## src/sv/rgsf_ram.sv

```systemverilog
// Generic single-write, single-read synchronous RAM with a registered read.
module rgsf_ram #(
   parameter int WIDTH = 4,
   parameter int DEPTH = 16
) (
   input  logic                     clock,
   input  logic                     wr_en,
   input  logic [$clog2(DEPTH)-1:0] wr_addr,
   input  logic [WIDTH-1:0]         wr_data,
   input  logic [$clog2(DEPTH)-1:0] rd_addr,
   output logic [WIDTH-1:0]         rd_data
);

   logic [WIDTH-1:0] mem [DEPTH];
   logic [WIDTH-1:0] rd_data_ff;

   always_ff @(posedge clock) begin
      if (wr_en) begin
         mem[wr_addr] <= wr_data;
      end
      rd_data_ff <= mem[rd_addr];
   end

   assign rd_data = rd_data_ff;

endmodule

```

## config.mk

```make
export PLATFORM = sky130hd
export DESIGN_NAME = rgsf_ram
export DESIGN_NICKNAME = d
export VERILOG_FILES = /design/src/sv/rgsf_ram.sv
export SDC_FILE = /design/constraint.sdc
export NUM_CORES = 1
export LEC_CHECK = 0
export ABC_CLOCK_PERIOD_IN_PS = 3290
export CELL_PAD_IN_SITES_DETAIL_PLACEMENT = 2
export CELL_PAD_IN_SITES_GLOBAL_PLACEMENT = 2
export CORE_MARGIN = 1.5
export CORE_UTILIZATION = 52
export DETAILED_ROUTE_END_ITERATION = 10
export DONT_BUFFER_PORTS = 1
export PLACE_DENSITY = 0.93
export SLEW_MARGIN = 10
export SYNTH_ARGS = -nofsm -noshare
export SYNTH_HDL_FRONTEND = slang
export SYNTH_SLANG_ARGS = --single-unit
```

## constraint.sdc

```tcl
create_clock -name clock -period 3.29 [get_ports clock]
set_input_delay 0.329 -clock clock [delete_from_list [all_inputs] [get_ports clock]]
set_output_delay 0.329 -clock clock [all_outputs]
set_load 0.05 [all_outputs]
```

; Yosys cells after proc, flatten, opt, wreduce, memory -nomap -nowiden
; Memories as Yosys holds them, arrays and structs flattened. A register that Yosys moved wholly into a read port is not among the register bits.
; Index checks and enable logic that the tools add are counted.
[word_totals]
reg_bits = 0
ramBits = 64
inputBits = 14
out_inout_bits = 4
word_cells = 3
memories = 1
[mem_list]
columns = memory, words, width, read_ports, rd_clocked_by_memory_dff, write_ports, line_no
row1 = mem, 16, 4, 1, 1, 1, 14  ; logic [WIDTH-1:0] mem [DEPTH];
[op_classes]
muxes = 2
[op_table]
columns = operator, count
row1 = $mux W1, 2

; Longest topological paths before layout
[logic_depth]
ltp_word = 2
depth_mapped = 5
depth_no_buf = 3

; Worst setup path after synthesis
; Ideal clock, no wire load.
[synth_timing]
path_type = input to register
startpoint = input port wr_addr[2]
endpoint = memory mem[0][0], enable pin
setup_ns = 0.361
arrival_ns = 1.169
setup_slack_ns = 1.760
cell_stages = 2
path_buffers = 0
path_cell_list = or3b_2 > nor3_1
[synth_rtl]
columns = element, line_no
row1 = from (decl), 8  ; input logic [$clog2(DEPTH)-1:0] wr_addr,
row2 = to (decl), 14
; Straight into the memory's write port.

==> results <==
- The flow ran to the end, and the final reports show no timing, DRC or antenna violations.
- The quantity of hold-fixing buffers added after cts is 0.
- The maximum frequency from static timing analysis is 696 MHz.
- The length of routed met3 wiring is 216 um.
- The worst endpoint data arrival time is 1650 ps.
- After filler insertion, the fill cell instance count of the layout stands at around 400.
- The transition time at the pin with the least slew margin is between 600 and 700 ps.
- The count of instances resized after the clock tree is built is 0.
- The largest fanout on the critical path is 1.
- The signed area change from the synthesized netlist to the final layout is 8.82%.
- For this configuration, the core starts out at a cell density of about 55%.
- The horizontal die dimension is 74.6 um.
- The proportion of layout cells with a drive suffix above 1 is 12.7%.
- The number of different library cells in the post-synthesis netlist is 17.
- The HPWL reported at the end of detailed placement is 3730 um.
- Ranked by instance count, the synthesized netlist is headed by 64 x sky130_fd_sc_hd__edfxtp_1, 14 x sky130_fd_sc_hd__mux4_1, 13 x sky130_fd_sc_hd__nor2_1, 9 x sky130_fd_sc_hd__nand3_1, 5 x sky130_fd_sc_hd__nand2_1.
- In this run the static leakage power is 0.935 nW.
- The launch point of the worst hold path is wr_data[3].
- After synthesis, the cell types taking the most area are sky130_fd_sc_hd__edfxtp_1 72%, sky130_fd_sc_hd__mux4_1 14%, sky130_fd_sc_hd__dfxtp_1 3.0%.
- The final sum of negative setup slack is 0 ps.
- The final routed wire length divided by cell count is 26.7 um.
- The power after layout is 1.70 mW.
- The required time of the worst setup path is 3500 ps.
- The count of buffer and inverter cells on the critical path is 0.
- In this run the cell area measured after placement is 0.00271 mm2.
- The register bit count reported by yosys is between 60 and 70.
- The clock skew after layout is 5.12 ps.
- The share of synthesized flip-flops with an asynchronous set or reset is 0%.
- The final worst-path cycle share is 43.7%.
- The startpoint of the lowest-slack register-to-register path is mem[1][2].
- The total wirelength of the detailed-routed design is 5580 um.
- The initial antenna violation count is 0.
- Synthesis produced a netlist with a net count of between 100 and 150.
- The clock tree from TritonCTS is yes.
- The number of enable-type register cells in the synthesized netlist is 64.
- The number of global-route vias before repair is between 1000 and 1500.
- The cell count of the worst reg-to-reg path is 3.
- The top-area cell type share of the netlist area is 72.1%.
- The type of the most critical hold path is primary input to flip-flop.
- The most frequent cell after synthesis is sky130_fd_sc_hd__edfxtp_1.
- The tightest hold path in the finished design has a slack of roughly 93 ps.
- Setup violations remaining at the end of the flow were counted as 0.
- The count of final hold-check violations came to 0.
- The count of inserted antenna diode cells is 0.
- Walking the worst path, the cells encountered are mux4_1 -> a22oi_1 -> nand3_1.
- STA classifies the critical path endpoint as a flip-flop.
- The highest metal layer with signal wires is met4.
- Counting along the longest clock path gives a buffer depth of 2.
- The worst hold endpoint is mem[13][3].
- The pin count of the biggest net entering global routing is 17.
- Registers take ~0.0020 mm2.
- After detailed placement, the design holds a cell count of around 190.
- The sequential fraction of the synthesis area is between 70% and 80%.
- The count of final max-slew check failures is 0.
- The slowest library cell on the worst path is sky130_fd_sc_hd__mux4_1.
- In the final design database the tool counted 151 nets.
- The routed length on met1 is 2560 um.
- The number of DRC violations after detailed-routing iteration 0 is 85.
- The overall die height is 74.6 um.
- In this run the count of I/O pins placed on the die edge is 18.
- The H-tree generated during clock tree synthesis spans 3 levels.
- The kind of start point of the critical path is a flip-flop.
- The mapped cell area is 0.00267 mm2.
- In the global route stage, overall resource usage came out at 23.3%.
- The post-CTS setup buffer count is 0.
- Each instance of the synthesized netlist takes up on average 20.5 um2.
- The maximum vdd ir drop is 355 uV.
- The cell sitting at the root of the clock tree is a sky130_fd_sc_hd__clkbuf_8.
- The endpoint of the lowest-slack register-to-register path is rd_data[2].
- Tracing the worst setup path back leads to its startpoint at mem[1][2].
- The tool flagged a number of max-cap violations equal to 0.
- The family of cells with the greatest summed delay on the critical path is multiplexers.
- At the end of routability-driven placement, the weighted congestion stood at 0.757.
- The highest cell delay on the worst timing path is ~550 ps.
- The count of nets left with antenna violations once routing finished came out at 0.
- Setup repair after global routing left no endpoint under its margin.
- For this run, design rule violations remaining after detail routing come to 0.
- The pre-antenna-repair detailed-routing pass consisted of 4 iterations.
- The tightest slew margin relative to the limit is 58.0%.
- The floorplan step defined a die boundary enclosing 0.00557 mm2.
- The count of buffers inserted at the top-level ports is 0.
- The critical path class is flip-flop to flip-flop.
- During synthesis, Yosys emitted a total of 0 warnings.
- After global routing the overflow that remains totals 0.
- The count of clock tree sinks is 68.
- Clock-pin slew was measured on the worst setup and hold paths at 70 ps.
- For this run, the leading register cell type out of synthesis is sky130_fd_sc_hd__edfxtp_1.
- The cell count after synthesis is 130.
- The worst-skew pair later-pin latency is 330 ps.
- Summing over every cut layer, the via total after detailed routing is 1274.
- In the routed layout, each cell is associated on average with a via count of 6.10.
- The total power divided by cell area is 586 mW/mm2.
- Summing all multi-input logic gate instances after layout gives 624 um2.
- The top cell type by total area after synthesis is sky130_fd_sc_hd__edfxtp_1.
- In this run the core area contains 25 standard-cell rows.
- The number of cells on the worst hold path is 0.
- The region available for standard cell placement spans 0.00482 mm2.
- The detailed-routed wire length on met2 is between 2000 and 3000 um.
- The first global-routing pass estimated 8430 um of wire.
- The final instance count without filler cells is ~210.
- The final instance area is 0.00290 mm2.
- Counting the buffers created by CTS gives 9.
- The flop-to-flop setup slack is 1850 ps.
- After layout, the minimum clock period comes to 1440 ps.
[routing by layer]
| layer | GRT usage, % | up-vias |
|---|---|---|
| met5 | 0 | - |
| met2 | 33.1 | 41 |
| met1 | 34.9 | 664 |
| li1 | - | 556 |
| met4 | 11.5 | 0 |
| met3 | 4.61 | 13 |
[worst register-to-register path, stage by stage, from the launching register on]
cell and delay (ps):
sky130_fd_sc_hd__edfxtp_1 380, sky130_fd_sc_hd__mux4_1 550, sky130_fd_sc_hd__a22oi_1 290, sky130_fd_sc_hd__nand3_1 110
[placed cells by master, fill, tap and decap left out]
master	count
sky130_fd_sc_hd__or3b_2	1
sky130_fd_sc_hd__nor2_1	13
sky130_fd_sc_hd__clkinv_1	1
sky130_fd_sc_hd__bufinv_16	1
sky130_fd_sc_hd__clkbuf_8	9
sky130_fd_sc_hd__clkinv_4	1
sky130_fd_sc_hd__nand2_1	5
sky130_fd_sc_hd__a22oi_1	4
sky130_fd_sc_hd__clkinv_2	2
sky130_fd_sc_hd__nand2b_1	2
sky130_fd_sc_hd__mux4_2	2
sky130_fd_sc_hd__nor2b_1	2
sky130_fd_sc_hd__nand3b_1	2
sky130_fd_sc_hd__edfxtp_1	64
sky130_fd_sc_hd__nand3_1	9
sky130_fd_sc_hd__dfxtp_1	4
sky130_fd_sc_hd__nor3_1	4
sky130_fd_sc_hd__mux4_1	14
sky130_fd_sc_hd__clkinvlp_4	2
[metrics by stage]
| stage | setup WS [ps] | utilization [%] |
|---|---|---|
| after global routing | 1810 | 60.2 |
| after global placement | 1730 | 56.3 |
| final | 1850 | 60.2 |
| after floorplan | 1760 | - |
| after detailed placement | 1630 | 56.3 |
| after CTS | 1850 | 60.2 |
[kinds of logic after synthesis]
kind of cell	after synthesis	synth area share, %
flip-flops	68	75.1
AND/OR/NAND/NOR	38	6.80
multiplexers	16	15.5
AO/OA/AOI/OAI	4	1.13
buffers and inverters	4	1.50
[worst max-delay path by stage]
stage / endpoint / slack (ps) / cells after the start
after floorplan: mem[0][0] / 1760 / 2
final: rd_data[2] / 1850 / 3
after CTS: rd_data[2] / 1850 / 3
after detailed placement: mem[0][0] / 1630 / 2
after global routing: rd_data[2] / 1810 / 3
after global placement: mem[0][0] / 1730 / 2
[registers in the layout, summed over array words and instances (netlist names)]
register / flops
rd_data: 4
mem: 64
[where the power goes]
group          switching, mW  leakage, nW  internal, mW
sequential            0.0275        0.612         0.968
combinational         0.0249        0.230        0.0284
clock                  0.305       0.0926         0.345
total                  0.357        0.935          1.34
[final cells by class]
cell class	count	area share (%)
clock buffer	9	4.27
clock inverter	7	2.33
multi-input combinational	58	21.5
sequential	68	69.0
tap	67	2.89
Note: power is estimated with default switching activity, not from simulation.
