[src/sv/rgsf_pkg.sv]
// Types, constants and the offset snapping function of the separation filter.
package rgsf_pkg;

   localparam int CUBE_W   = 7;
   localparam int SUB_W    = 9;
   localparam int CELLS_W  = 8;
   localparam int SEP_W    = 3;
   localparam int SPLIT_W  = 3;
   localparam int STATUS_W = 2;
   localparam int OFS_W    = 5;
   localparam int FACT_W   = 4;
   localparam int LOC_W    = 3;
   localparam int RX_W     = 11;
   localparam int PROD_W   = 12;
   localparam int NB_W     = 13;
   localparam int DELTA_W  = 4;
   localparam int EPOCH_W  = 4;
   localparam int CSR_IDX_W = 3;
   localparam int DIV_CNT_W = 4;

   localparam logic [CSR_IDX_W-1:0] CSR_CELLS_X = 3'd0;
   localparam logic [CSR_IDX_W-1:0] CSR_CELLS_Y = 3'd1;
   localparam logic [CSR_IDX_W-1:0] CSR_CELLS_Z = 3'd2;
   localparam logic [CSR_IDX_W-1:0] CSR_SEP     = 3'd3;
   localparam logic [CSR_IDX_W-1:0] CSR_SPLIT   = 3'd4;

   localparam logic [STATUS_W-1:0] STATUS_ACCEPT   = 2'd0;
   localparam logic [STATUS_W-1:0] STATUS_CONFLICT = 2'd1;
   localparam logic [STATUS_W-1:0] STATUS_RANGE    = 2'd2;

   typedef enum logic [3:0] {
      ST_CLEAR,
      ST_IDLE,
      ST_DEC_A,
      ST_WAIT_A,
      ST_DEC_B,
      ST_WAIT_B,
      ST_PREP,
      ST_RANGE,
      ST_SCAN,
      ST_DRAIN
   } state_type;

   typedef struct packed {
      logic              go;
      logic [SUB_W-1:0]  dividend;
      logic [FACT_W-1:0] divisor;
   } div_req_type;

   typedef struct packed {
      logic              done;
      logic [SUB_W-1:0]  quotient;
      logic [LOC_W-1:0]  remainder;
   } div_rsp_type;

   localparam logic [2:0] SET_LEN [4] = '{3'd1, 3'd3, 3'd3, 3'd5};
   localparam logic [OFS_W-1:0] SET_VALS [4][5] = '{
      '{5'd8, 5'd0, 5'd0, 5'd0, 5'd0},
      '{5'd4, 5'd8, 5'd12, 5'd0, 5'd0},
      '{5'd2, 5'd8, 5'd14, 5'd0, 5'd0},
      '{5'd1, 5'd5, 5'd8, 5'd11, 5'd15}
   };

   // Nearest allowed fraction to (2*loc+1)/(2*f), in sixteenths; ties keep the smaller one.
   function automatic logic [OFS_W-1:0] snap_offset(input logic [LOC_W-1:0]   loc,
                                                    input logic [FACT_W-1:0]  f,
                                                    input logic [SPLIT_W-1:0] split);
      logic [1:0]       sel;
      logic [7:0]       num;
      logic [7:0]       t;
      logic [7:0]       d;
      logic [7:0]       best_d;
      logic [OFS_W-1:0] best;
      if (split >= 3'd4) begin
         sel = 2'd3;
      end else if (split >= 3'd2) begin
         sel = 2'd2;
      end else begin
         sel = split[1:0];
      end
      num    = {loc, 1'b1, 4'b0000};
      best_d = 8'hFF;
      best   = '0;
      for (int i = 0; i < 5; i++) begin
         if (3'(i) < SET_LEN[sel]) begin
            t = 8'({4'b0000, f} * {3'b000, SET_VALS[sel][i]}) << 1;
            d = (num > t) ? (num - t) : (t - num);
            if (d < best_d) begin
               best_d = d;
               best   = SET_VALS[sel][i];
            end
         end
      end
      return best;
   endfunction

endpackage

[src/sv/rgsf_div.sv]
// Bit-serial restoring divider that splits the subgrid index by the refinement factor.
module rgsf_div (
   input  logic                      clock,
   input  logic                      reset,
   input  rgsf_pkg::div_req_type     req,
   output rgsf_pkg::div_rsp_type     rsp
);
   import rgsf_pkg::*;

   logic [SUB_W-1:0]     quo_ff, quo_in;
   logic [LOC_W-1:0]     rem_ff, rem_in;
   logic [FACT_W-1:0]    dvs_ff, dvs_in;
   logic [DIV_CNT_W-1:0] cnt_ff, cnt_in;
   logic                 run_ff, run_in;
   logic                 done_ff, done_in;
   logic [LOC_W:0]       trial;
   logic                 fits;

   // Shift the next dividend bit into the partial remainder.
   assign trial = {rem_ff, quo_ff[SUB_W-1]};
   assign fits  = (trial >= {1'b0, dvs_ff});

   always_comb begin
      quo_in  = quo_ff;
      rem_in  = rem_ff;
      dvs_in  = dvs_ff;
      cnt_in  = cnt_ff;
      run_in  = run_ff;
      done_in = 1'b0;
      if (req.go) begin
         quo_in = req.dividend;
         rem_in = '0;
         dvs_in = req.divisor;
         cnt_in = DIV_CNT_W'(SUB_W);
         run_in = 1'b1;
      end else if (run_ff) begin
         rem_in = fits ? LOC_W'(trial - {1'b0, dvs_ff}) : trial[LOC_W-1:0];
         quo_in = {quo_ff[SUB_W-2:0], fits};
         cnt_in = cnt_ff - 1'b1;
         if (cnt_ff == DIV_CNT_W'(1)) begin
            run_in  = 1'b0;
            done_in = 1'b1;
         end
      end
   end

   always_ff @(posedge clock) begin
      if (reset) begin
         run_ff  <= 1'b0;
         done_ff <= 1'b0;
         cnt_ff  <= '0;
      end else begin
         run_ff  <= run_in;
         done_ff <= done_in;
         cnt_ff  <= cnt_in;
      end
      quo_ff <= quo_in;
      rem_ff <= rem_in;
      dvs_ff <= dvs_in;
   end

   assign rsp.done      = done_ff;
   assign rsp.quotient  = quo_ff;
   assign rsp.remainder = rem_ff;

endmodule

[config.mk]
export PLATFORM = sky130hd
export DESIGN_NAME = rgsf_div
export DESIGN_NICKNAME = d
export VERILOG_FILES = /design/src/sv/rgsf_pkg.sv /design/src/sv/rgsf_div.sv
export SDC_FILE = /design/constraint.sdc
export NUM_CORES = 1
export LEC_CHECK = 0
export BUFFER_PORTS_ARGS = -buffer_cell sky130_fd_sc_hd__clkbuf_2
export CAP_MARGIN = 10
export CORE_AREA = 2 2 48 50
export CTS_CLUSTER_SIZE = 30
export DETAILED_ROUTE_END_ITERATION = 10
export DIE_AREA = 0 0 50 52
export PLACE_DENSITY = 0.8
export SLEW_MARGIN = 40
export SYNTH_ARGS = -nofsm -noshare
export SYNTH_HDL_FRONTEND = slang
export SYNTH_SLANG_ARGS = --single-unit
[constraint.sdc]
create_clock -name clock -period 2.8 [get_ports clock]
set_clock_uncertainty 0.15 [all_clocks]
set_input_delay 0.42 -clock clock [delete_from_list [all_inputs] [get_ports clock]]
set_output_delay 0.42 -clock clock [all_outputs]
set_load 0.02 [all_outputs]
# --- After elaboration in Yosys (flattened, before gate mapping) ---
# Index checks and enable logic that the tools add are counted.
word_totals:
  register_bits: 22
  input_bits: 16
  output_inout_bits: 13
  word_cells: 24
op_classes:
  n_addsub: 2
  magnitude_cmp: 1
  eq_ne: 1
  n_mux: 9
  n_bitwise: 1
  reduce_logical: 3
op_table:
  columns: ["cell", "n"]
  rows:
  - ["$mux W9", 2]
  - ["$mux W4", 2]
  - ["$eq A4 B1 Y1 const B", 1]
  - ["$ge A4 B4 Y1", 1]
  - ["$mux W1", 4]
  - ["$sub A4 B1 Y4 const B", 1]
  - ["$mux W3", 1]
  - ["$reduce_or A3 Y1", 1]
  - ["$sub A3 B3 Y3", 1]
  - ["$reduce_bool A2 Y1", 1]
  - ["$reduce_or A2 Y1", 1]
  - ["$not A1 Y1", 1]

# --- Longest topological paths before layout ---
# Gate-level depths: netlist of run 1.
logic_depth:
  depth_word: 4
  ltp_mapped: 6
  mapped_depth_nobuf: 6

# --- Worst setup path after synthesis of run 1 ---
# No wires, ideal clock.
synth_timing:
  path_kind: "flip-flop to flip-flop"
  from: "register quo_ff[8]"
  to: "register rem_ff[2]"
  setup_ns: 0.093
  t_arrival_ns: 1.715
  t_required_ns: 2.557
  setup_slack_ns: 0.842
  stages_incl_launch_ff: 7
  n_path_buf: 0
  period_less_slack_ns: 1.958
  path_cell_list: "edfxtp_1 inv_1 ha_1 fa_1 a21boi_4 o21a_4 o311ai_2"
synth_via:
  elab_chain_len: 2
  word_cells_on_any_way: 3
  classes_between: "add/sub (1); order compare (1); mux (1)"
synth_rtl:
  columns: ["item", "line_no", "text"]
  rows:
  - ["start: declaration", "rgsf_div.sv:10", "logic [SUB_W-1:0] quo_ff, quo_in;"]
  - ["start signal: assignment", "rgsf_div.sv:57", "quo_ff <= quo_in;"]
  - ["$ge A4 B4 Y1 or $sub A3 B3 Y3 (tied branches)", "rgsf_div.sv:21, rgsf_div.sv:37", null]
  - ["$mux W3 *", "rgsf_div.sv:37", "rem_in = fits ? LOC_W'(trial - {1'b0, dvs_ff}) : trial[LOC_W-1:0];"]
  - ["end signal: assignment", "rgsf_div.sv:58", "rem_ff <= rem_in;"]
  - ["end: declaration", "rgsf_div.sv:11", "logic [LOC_W-1:0] rem_ff, rem_in;"]
# Every way passes the cells marked *; elsewhere a longest branch is shown, timed or not.
# A chain may end at the register's enable or synchronous reset.

# --- Final worst setup path of run 1 ---
layout_timing:
  from: "register quo_ff[8]"
  to: "register rem_ff[0]"
# The elaborated chain is that of the path after synthesis.

==> results of run 1 <==
sequential cells by signal, indices dropped and copies added, names as in the netlist:
register / flops
rem_ff: 3
cnt_ff: 4
done_ff: 1
run_ff: 1
dvs_ff: 4
quo_ff: 9
power groups by stage:
stage	registers [mW]	clock network, mW	logic [mW]
finish	0.398	0.242	0.150
global placement	0.403	0	0.145
detailed placement	0.405	0	0.151
floorplan	0.421	0	0.0886
global route	0.403	0.256	0.166
CTS	0.398	0.249	0.151
area by class of cell:
class | count | area [um^2] | area share [%]
clock buffer | 3 | 22.5 | 1.76
clock inverter | 1 | 30.0 | 2.35
inverter | 9 | 33.8 | 2.64
multi-input combinational | 48 | 447 | 34.9
sequential | 22 | 571 | 44.6
tap | 28 | 35.0 | 2.74
timing repair buffer | 28 | 140 | 11.0
synth_stat cells:
cell type	count	area, um^2
nand2_2	1	6.26
a2111oi_0	1	8.76
o311ai_1	2	17.5
nor2_1	4	15.0
ha_1	6	75.1
a21oi_1	5	25.0
nand2_1	5	18.8
nor2b_1	1	6.26
xnor2_1	2	17.5
or3b_1	1	8.76
xor2_1	2	17.5
nor4b_4	1	23.8
buf_6	1	11.3
o21a_4	1	15.0
nor4b_2	1	15.0
dfxtp_1	9	180
nor3_1	1	5.00
edfxtp_1	13	390
inv_1	9	33.8
o2111ai_1	3	26.3
mux2_2	8	90.1
fa_1	1	20.0
o311ai_2	1	16.3
buf_4	2	15.0
a21boi_4	1	18.8
cells in the final DEF, fill, tap and decap left out, drive strengths merged:
| cell | netlist | final |
|---|---|---|
| mux2 | 8 | 8 |
| a2111oi | 1 | 1 |
| dfxtp | 9 | 9 |
| bufinv | 0 | 1 |
| nor2 | 4 | 4 |
| nor2b | 1 | 1 |
| xnor2 | 2 | 2 |
| edfxtp | 13 | 13 |
| a21oi | 5 | 5 |
| xor2 | 2 | 2 |
| clkbuf | 0 | 31 |
| o21a | 1 | 1 |
| or3b | 1 | 1 |
| a21boi | 1 | 1 |
| fa | 1 | 1 |
| nor4b | 2 | 2 |
| ha | 6 | 6 |
| o2111ai | 3 | 3 |
| inv | 9 | 9 |
| nor3 | 1 | 1 |
| o311ai | 3 | 3 |
| nand2 | 6 | 6 |
layer usage:
metal,vias up,part of all wire (%),track usage [%]
met5,-,0,0
met4,0,2.7,9.72
met3,6,4.8,3.45
met2,24,53,30.5
met1,340,39,18.3
li1,352,-,-
through the flow:
step,instance area (um^2),std cells,worst slack [ps],hold slack (ps)
global route,1280,139,733,122
CTS,1280,139,845,121
finish,1280,139,842,127
detailed placement,1230,135,870,373
global placement,1230,135,964,345
floorplan,1080,82,842,339
path summary, 6_finish.rpt:
| path | depth (start not counted) | endpoint | slack (ps) | startpoint |
|---|---|---|---|---|
| worst min register to register | 2 | rem_ff[2]$_SDFFE_PP0P_ | 390 | rem_ff[2]$_SDFFE_PP0P_ |
| worst max register to register | 6 | rem_ff[0]$_SDFFE_PP0P_ | 840 | quo_ff[8]$_DFFE_PP_ |
| worst max-delay path | 6 | rem_ff[0]$_SDFFE_PP0P_ | 840 | quo_ff[8]$_DFFE_PP_ |
| worst min-delay path | 1 | dvs_ff[1]$_DFFE_PP_ | 130 | req[1] |
cells by family after synthesis:
logic type               Yosys count  synth area share (%)
adder cells (fa/ha/maj)            7                  8.83
XOR/XNOR                           4                  3.25
AND/OR/NAND/NOR                   15                  9.17
AO/OA/AOI/OAI                     14                  11.8
buffers and inverters             12                  5.57
multiplexers                       8                  8.36
flip-flops                        22                  53.0
==> results.cfg, run 1 <==
[setup_path]
cp_slowest_cell = fa_1
critPathKind = reg2reg
path_delay_family = adder cells
crit_path_start_kind = register
crit_chain = inv_1, ha_1, fa_1, a21boi_4, o21a_4, o311ai_1
crit_arrival_ps = 2020
path_buf_inv = 1
max_stage_delay_ps = 420
cp_max_fo = 4
worstPathRequired_ps = 2860
end_kind = register

[pwr]
seqPwrFrac_pct = 50.3
power.total_uw = 790
switching_power_uw = 204
vdd_drop_max_mv = 0.601
leakage_nw = 0.543
power_frac_comb_pct = 19.0
power_frac_clock_pct = 30.7
power_density_nw_per_um2 = 618
intPower_uw = 586
p_sw_share_pct = 25.8

[routing]
drc = 0
drt-initial-drc-count = 16
postRouteAntennaNets = 0
drt_wl_total_mm = 1.90
vias = 722
wl_per_cell_um = 13.7
vias_per_cell = 5.19
firstDrtPassIters = 5

[flow_run]
cap_viol_max_count = 0

[floorplanning]
initial_core_util_pct = 51.2
fp-row-count = 17
fp.coreArea_um2 = 2110
design.portCount = 29
die_area_um2 = 2600
die_w_um = 50
die_y_um = 52

[final_layout]
area_delta_synth_final_pct = 18.7
n_fill_cell = 164
insertedDiodeCount = 0
final_util_pct = 60.7
layout-drive-gt1-share_pct = 41.4
nNetsFinal = 135

[cts]
cts_resized = 0
path_clk_slew_ps = 130
clock_latency_ps = 310
cts_tree = built
hold_buffers = 0
cts_root_buf = clkbuf_4
htreeDepth = 1
cts_num_sinks = 22
cts_made_buffers = 3
post-cts-setup-buffers = 0
clk_path_buf_depth = 2

[timing]
finalSetupViolations = 0
period_share_pct = 69.9
slew_violations = 0
timing.slew.headroom_pct = 70.7
fmax_mhz = 511
min_period_ps = 1960
worst_slew_pin_slew_ps = 428
hold_violations = 0
rsz0062_at_grt = no
fin_tns_setup_ps = 0

[placed_design]
port-buffer-count = 28
gp_congestion = 0.868
post-dp-hpwl_mm = 1.44

[yosys]
syn_area_per_cell_um2 = 13.1
netlist-cell-type-count = 25
synth_cells = 82
synth-seq-cells = 22
synth_warnings = 0
synth_nets = 105
syn_area_um2 = 1080
ys_seq_area_share_pct = 53.0

[global_route]
grt_max_degree = 20
grt_usage_pct = 16.9
grt_pass1_wl_mm = 3.24
antenna_found_initial = 0
grt_pass1_vias = 745
grt-ovfl-total = 0

[outcome]
status = complete, no violations

[min_path]
hp-class = in2reg
No activity file was read; power rests on OpenSTA's default activity.
==> inputs of run 2 (changes only) <==
CORE_AREA = 2 2 52 54   (was 2 2 48 50)
DIE_AREA = 0 0 54 56   (was 0 0 50 52)
PLACE_DENSITY = 0.72   (was 0.8)
clock period = 1.8 ns   (was 2.8 ns; I/O delays follow)
==> run 2 against run 1 <==
Against the previous run: critical path depth unchanged; clock power increased by 9.9%; critical endpoint is now rem_ff[1]$_SDFFE_PP0P_; critical path type unchanged; highest routed layer unchanged; non-clock buffer count increased by 8.
==> results.cfg, run 2 (synthesis gave the netlist of run 1 again) <==
[outcome]
status = complete, no violations

[final_layout]
fin_cells = 149
seqCellArea_um2 = 572
final_common_cell = clkbuf_2
nNetsFinal = 143
area_delta_synth_final_pct = 26.2
largest_register = quo_ff
mostFrequentLayoutCells = clkbuf_2, edfxtp_1, inv_1
largest_register_ffs = 9
n_fill_cell = 214
layout-drive-gt1-share_pct = 47.1
insertedDiodeCount = 0
multi_input_area_um2 = 470
reg.largest.list = quo_ff (9), cnt_ff (4), dvs_ff (4)

[global_route]
met2_usage_pct = 24.2
antenna_found_initial = 0
grt_pass1_wl_mm = 3.09
grt_use_met1_pct = 16.0
grt_pass1_vias = 729
grt-ovfl-total = 0
grt_max_degree = 14
grt-busiest-layer = met2
grt_usage_pct = 14.5
grt_use_met3_pct = 3.23

[timing]
fmax_mhz = 576
hold_violations = 0
min_period_ps = 1740
timing.slew.headroom_pct = 76.6
slew_violations = 0
hold_slack_ps = 63.3
worst_slew_pin_slew_ps = 351
period_share_pct = 96.5
finalSetupViolations = 0

[pwr]
intPower_uw = 831
switching_power_uw = 316
power_density_nw_per_um2 = 843
leakage_nw = 0.574
seqPwrFrac_pct = 54.0
p_sw_share_pct = 27.5
power.total_mw = 1.15
power_frac_clock_pct = 23.2
vdd_drop_max_mv = 0.488
power_frac_comb_pct = 22.9

[floorplanning]
die_y_um = 56
initial_core_util_pct = 44.3
die_w_um = 54
die_area_um2 = 3020
design.portCount = 29
fp.coreArea_um2 = 2430
fp-row-count = 18

[routing]
wl_per_cell_um = 13.3
vias_per_cell = 5.01
drc = 0
drt_wl_total_mm = 1.98
firstDrtPassIters = 4
vias = 747
postRouteAntennaNets = 0
drt-initial-drc-count = 6

[cts]
clk_path_buf_depth = 2
cts_made_buffers = 3
path_clk_slew_ps = 120
cts_tree = built
htreeDepth = 1
cts_num_sinks = 22
clock_latency_ps = 300
cts_root_buf = clkbuf_4

[setup_path]
critPathKind = reg2reg
worstPathRequired_ps = 1870
cp_max_fo = 4
end_kind = register
crit_arrival_ps = 1810
crit_path_start_kind = register

[placed_design]
gp_congestion = 0.758
post-dp-hpwl_mm = 1.47
placed_cells = 140
port-buffer-count = 28

[flow_run]
cap_viol_max_count = 0

[min_path]
hp-class = in2reg
[run 2: cell types whose count changed in the layout (fill, tap and decap cells not counted), sizes merged]
| cell | change |
|---|---|
| dlygate4sd3 | +4 |
| buf | +4 |
| bufinv | -1 |
| clkbuf | +1 |
[run 2: power by group through the flow]
stage | sequential [mW] | clock, mW | combinational [mW]
6_report | 0.619 | 0.266 | 0.262
5_1_grt | 0.626 | 0.288 | 0.288
4_1_cts | 0.619 | 0.274 | 0.257
3_5_place_dp | 0.630 | 0 | 0.244
3_3_place_gp | 0.628 | 0 | 0.236
2_1_floorplan | 0.656 | 0 | 0.140
[run 2: repair_timing]
item                                    in CTS  in global routing
pin swaps                                    4                  1
buffers inserted                             1                  0
endpoints found under the setup margin       4                  2
gates resized for setup                      1                  3
hold buffers                                 4                  0
endpoints found under the hold margin        4                  0
[run 2: worst max-delay path: stages (launching register included)]
cell      delay [ps]
edfxtp_1         360
inv_1             50
ha_2             180
fa_2             330
a21boi_4         160
o21a_4           220
o311ai_2         210
[run 2: path summary, 6_finish.rpt]
path / startpoint / end / slack (ps) / depth (start not counted)
setup / recovery: quo_ff[8]$_DFFE_PP_ / rem_ff[1]$_SDFFE_PP0P_ / 60 / 6
hold reg to reg: rem_ff[2]$_SDFFE_PP0P_ / rem_ff[2]$_SDFFE_PP0P_ / 380 / 2
hold / removal: reset / cnt_ff[3]$_SDFFE_PP0P_ / 60 / 2
setup reg to reg: quo_ff[8]$_DFFE_PP_ / rem_ff[1]$_SDFFE_PP0P_ / 60 / 6
[run 2: metrics by stage]
step           util, %  TNS, ps  setup WS [ps]  cell area (um^2)
3_5_place_dp      51.6    -12.5          -10.4              1260
4_1_cts           55.2        0           3.36              1340
3_3_place_gp      51.6        0           28.8              1260
2_1_floorplan        -     -370           -102              1080
6_report          55.9        0           63.1              1360
5_1_grt           55.9   -0.429         -0.429              1360
[run 2: final cells by class]
type                       count  share of cell area, %
tap                           30                   2.76
sequential                    22                   42.0
clock buffer                   4                   2.67
multi-input combinational     48                   34.6
timing repair buffer          36                   15.5
inverter                       9                   2.48
[run 2: routing by layer]
metal | part of all wire [%] | up-vias
met5 | 0 | -
met4 | 2.5 | 0
met3 | 4.5 | 4
met2 | 52 | 21
met1 | 41 | 350
li1 | - | 372
